`src/design/assert_macros.svh`:
```
// assertion macros included by the top-level rtl file
`ifndef ASSERT_MACROS_SVH
`define ASSERT_MACROS_SVH

`ifndef SYNTHESIS
// concurrent assertion on an explicit clock and active-low reset
`define ASSERT_AT(lbl, clk, rstn, prop, msg) \
  lbl: assert property (@(posedge clk) disable iff (!rstn) prop) else $error(msg);
// concurrent assertion on the block clock and reset
`define ASSERT_CLKD(lbl, prop, msg) \
  `ASSERT_AT(lbl, clk_i, rst_ni, prop, msg)
`else
`define ASSERT_AT(lbl, clk, rstn, prop, msg)
`define ASSERT_CLKD(lbl, prop, msg)
`endif

`endif

```
`src/design/gnls_pkg.sv`:
```
// package for the gated nearest landmark search: sizes, types and states
package gnls_pkg;

  localparam int unsigned LM_DEPTH  = 256;
  localparam int unsigned LM_IDX_W  = $clog2(LM_DEPTH);
  localparam int unsigned SCAN_W    = LM_IDX_W + 1;
  localparam int unsigned COORD_W   = 24;
  localparam int unsigned DIFF_W    = COORD_W + 1;
  localparam int unsigned PROD_W    = 2 * DIFF_W;
  localparam int unsigned SQ_W      = 2 * COORD_W + 1;
  localparam int unsigned DIST_W    = 50;
  localparam int unsigned GATE_W    = 23;
  localparam int unsigned MIDX_W    = 8;
  localparam logic [GATE_W-1:0] GATE_RESET = GATE_W'(1024);

  typedef enum logic {
    OP_WRITE = 1'b0,
    OP_QUERY = 1'b1
  } op_e;

  typedef enum logic [1:0] {
    ST_IDLE,
    ST_SCAN
  } state_e;

  // one table entry handed to the distance unit
  typedef struct packed {
    logic                      valid;
    logic [LM_IDX_W-1:0]       idx;
    logic signed [COORD_W-1:0] lx;
    logic signed [COORD_W-1:0] ly;
    logic signed [COORD_W-1:0] qx;
    logic signed [COORD_W-1:0] qy;
  } dist_req_t;

  // squared distance coming out of the distance unit
  typedef struct packed {
    logic                valid;
    logic [LM_IDX_W-1:0] idx;
    logic [DIST_W-1:0]   dsq;
  } dist_res_t;

endpackage

```
`src/design/gnls_dist_unit.sv`:
```
// pipelined squared-distance unit shared by every entry of a scan
module gnls_dist_unit (
  input  logic               clk_i,
  input  logic               rst_ni,
  input  gnls_pkg::dist_req_t req_i,
  output gnls_pkg::dist_res_t res_o,
  output logic               busy_o
);
  import gnls_pkg::*;

  logic                     v1_q, v2_q, v3_q;
  logic [LM_IDX_W-1:0]      idx1_q, idx2_q, idx3_q;
  logic signed [DIFF_W-1:0] dx_q, dy_q;
  logic [SQ_W-1:0]          sqx_q, sqy_q;
  logic [DIST_W-1:0]        dist_q;
  logic signed [PROD_W-1:0] prod_x, prod_y;

  // squares of the registered differences, always non-negative
  assign prod_x = dx_q * dx_q;
  assign prod_y = dy_q * dy_q;

  // stage valid flags
  always_ff @(posedge clk_i or negedge rst_ni) begin
    if (!rst_ni) begin
      v1_q <= 1'b0;
      v2_q <= 1'b0;
      v3_q <= 1'b0;
    end else begin
      v1_q <= req_i.valid;
      v2_q <= v1_q;
      v3_q <= v2_q;
    end
  end

  // differences, squares, sum
  always_ff @(posedge clk_i) begin
    dx_q   <= DIFF_W'(req_i.qx) - DIFF_W'(req_i.lx);
    dy_q   <= DIFF_W'(req_i.qy) - DIFF_W'(req_i.ly);
    idx1_q <= req_i.idx;
    sqx_q  <= prod_x[SQ_W-1:0];
    sqy_q  <= prod_y[SQ_W-1:0];
    idx2_q <= idx1_q;
    dist_q <= DIST_W'(sqx_q) + DIST_W'(sqy_q);
    idx3_q <= idx2_q;
  end

  assign res_o.valid = v3_q;
  assign res_o.idx   = idx3_q;
  assign res_o.dsq   = dist_q;
  assign busy_o      = v1_q | v2_q | v3_q;

endmodule

```
`config.mk`:
```
export PLATFORM = sky130hd
export DESIGN_NAME = gnls_dist_unit
export DESIGN_NICKNAME = d
export VERILOG_FILES = /design/src/design/assert_macros.svh /design/src/design/gnls_pkg.sv /design/src/design/gnls_dist_unit.sv
export SDC_FILE = /design/constraint.sdc
export NUM_CORES = 2
export LEC_CHECK = 0
export BUFFER_PORTS_ARGS = -buffer_cell sky130_fd_sc_hd__buf_2
export CORE_UTILIZATION = 55
export CTS_CLUSTER_DIAMETER = 50
export DETAILED_ROUTE_END_ITERATION = 12
export PLACE_DENSITY = 0.71
export SYNTH_ARGS = -nofsm -noshare
export SYNTH_HDL_FRONTEND = slang
export SYNTH_SLANG_ARGS = --single-unit
```
`constraint.sdc`:
```
create_clock -name clk_i -period 8.55 [get_ports clk_i]
set_input_delay 0.855 -clock clk_i [delete_from_list [all_inputs] [get_ports clk_i]]
set_output_delay 0.855 -clock clk_i [all_outputs]
set_load 0.05 [all_outputs]
```
==> impl_metrics.env <==
export IMPL_outcome="finished with violations"
export IMPL_violations="design-rule violations"
export IMPL_fp_dieW_um=302
export IMPL_numPortBuffers=166
export IMPL_multi_input_area_um2=39000
export IMPL_grt_pass1_wl_um=186000
export IMPL_startpoint_type="flip-flop"
export IMPL_yosys_register_bits=223
export IMPL_fin_skew_ns=0.0302
export IMPL_nets=6981
export IMPL_finalWirelength_um=111000
export IMPL_period_needed_ns=8.11
export IMPL_slew_headroom_pct=22.7
export IMPL_drt_iter0_markers=1846
export IMPL_synth_edf_count=0
export IMPL_die_area_um2=91200
export IMPL_drv_slew=0
export IMPL_routabilityCongestion=0.918
export IMPL_post_dp_hpwl_um=95900
export IMPL_rows=109
export IMPL_drc=28
export IMPL_clkSinkCount=223
export IMPL_drtAntennaViolNets=0
export IMPL_gr_total_overflow=0
export IMPL_drive_above_1_share_pct=6.05
export IMPL_hold_path_class="input pin to async pin"
export IMPL_seqCellArea_um2=4480
export IMPL_coreArea_um2=88800
export IMPL_worst_pin_slew_ns=1.16
export IMPL_setup_tns_ns=0
export IMPL_track_usage_pct=26.1
export IMPL_fill_cells=7576
export IMPL_area_growth_pct=7.10
export IMPL_synth_nets=6840
export IMPL_postCtsHoldBufs=0
export IMPL_cp_arrival_ns=8.59
export IMPL_grt_max_degree=38
export IMPL_numCtsBuffers=34
export IMPL_synth_flop_cell="dfxtp_1"
export IMPL_cts_max_level=2
export IMPL_synth_cell_type_count=73
export IMPL_rrSetupSlack_ns=0.44
export IMPL_fmax_mhz=123
export IMPL_syn_inst=5139
export IMPL_drv_cap=0
export IMPL_final_cell_mix="1466 x inv_1, 1198 x fa_1, 407 x nand2_1"
export IMPL_fin_crit_sh_pct=94.8
export IMPL_layout_commonest_cell="inv_1"
export IMPL_netlist_area_um2=49500
export IMPL_ctsResizeCount=0
export IMPL_critical_path_class="flip-flop to flip-flop"
export IMPL_avgViaCountPerCell=5.26
export IMPL_hold_ws_ns=0.108
export IMPL_cts_root_buf="clkbuf_16"
export IMPL_yosys_area_top_type="fa_1"
export IMPL_yosysSeqAreaShare_pct=9.05
export IMPL_chipHeight_um=302
export IMPL_antenna_found_initial=13
export IMPL_cts_tree="yes"
export IMPL_synth_top_area_share_pct=48.5
export IMPL_synth_area_leaders="fa_1 48%, inv_1 11%, ha_1 10%"
export IMPL_ys_warnings_count=0
export IMPL_avgRoutedWirePerCell_um=17.2
export IMPL_grt_pass1_vias=37100
export IMPL_io_pins=167
export IMPL_final_hold_violation_count=0
export IMPL_async_flop_share_pct=1.35
export IMPL_rsz0062_at_grt="no"
export IMPL_syn_avg_cell_area_um2=9.63
export IMPL_start_util_pct=55.7
export IMPL_dr_pass1_iters=9
export IMPL_cts_clk_slew_worst_paths_ns=0.06
export IMPL_setup_viol_count_final=0
export IMPL_clockBufferDepth=3
export IMPL_crit_fanout=24
export IMPL_critPathRequiredTime_ns=9.04
export IMPL_vias=34000
export IMPL_clkLatencyLatePin_ns=0.55
export IMPL_critPathCaptureType="flip-flop"
export IMPL_cts_setup_buffers=0
cells in the mapped netlist, drive strengths merged, types with 84 or more instances:
| master | n |
|---|---|
| and2 | 243 |
| nand2 | 407 |
| a21o | 84 |
| ha | 396 |
| clkbuf | 130 |
| o21ai | 89 |
| xnor2 | 147 |
| dfxtp | 220 |
| inv | 1466 |
| fa | 1198 |
| nor2 | 131 |
| a21oi | 155 |
area by class of cell:
type / instances / area share (%)
antenna: 3 / 0.0142
clock buffer: 40 / 1.83
clock inverter: 21 / 0.390
inverter: 1470 / 10.4
multi-input combinational: 3311 / 73.5
sequential: 223 / 8.45
tap: 1165 / 2.75
timing repair buffer: 240 / 2.62
sequential cells by signal, indices dropped and copies added (netlist names):
register,flops
dist_q,50
sqx_q,48
sqy_q,48
dx_q,25
dy_q,25
idx1_q,8
idx2_q,8
idx3_q,8
v1_q,1
v2_q,1
v3_q,1
critical path: stages, from the launching register on:
cell,delay (ns)
dfxtp_1,1.08
and2_1,0.29
fa_1,0.58
fa_1,0.65
inv_1,0.19
fa_1,0.89
inv_1,0.23
fa_1,0.51
fa_1,0.57
fa_1,0.44
fa_1,0.46
ha_1,0.38
and2_1,0.23
a221o_1,0.37
and2_1,0.18
o21ai_0,0.16
nand2b_1,0.08
a221oi_1,0.27
o21ai_0,0.13
a21oi_1,0.20
xnor2_1,0.14
cell families after synthesis:
| group | after synthesis | share of synthesized area, % |
|---|---|---|
| and+or+nand+nor | 1011 | 10.0 |
| buffers and inverters | 1605 | 12.2 |
| AOI/OAI and AO/OA | 498 | 6.53 |
| DFF | 223 | 9.05 |
| adders and majority gates | 1594 | 58.5 |
| muxes | 5 | 0.101 |
| xor gates and xnor gates | 203 | 3.59 |
worst paths after layout:
path                                      to               from  depth (start not counted)
max reg2reg                sqy_q[45]$_DFF_P_    dy_q[3]$_DFF_P_                         20
min reg2reg                idx2_q[0]$_DFF_P_  idx1_q[0]$_DFF_P_                          0
max in group asynchronous     v1_q$_DFF_PN0_             rst_ni                          1
min in group clk_i         idx2_q[0]$_DFF_P_  idx1_q[0]$_DFF_P_                          0
min                           v3_q$_DFF_PN0_             rst_ni                          1
max                        sqy_q[45]$_DFF_P_    dy_q[3]$_DFF_P_                         20
through the flow:
stage	setup WS, ns	utilization (%)	std cells	area [µm²]
finish	0.442	59.7	6473	53000
global route	0.0745	59.7	6471	53000
CTS	0.549	59.7	6470	53000
detailed placement	0.559	58.4	6409	51800
global placement	0.816	58.4	6409	51800
floorplan	1.39	-	5139	49500
routing by layer:
layer	GRT usage, %	wire length [µm]	up-vias
met3	2.99	6070	234
met1	34.8	46200	17300
met5	0	0	-
met2	44.3	55000	983
li1	-	-	15500
met4	9.13	4170	0
Power is not shown: default switching activity piles up to over one toggle a cycle in this logic, so the estimate is an artifact.
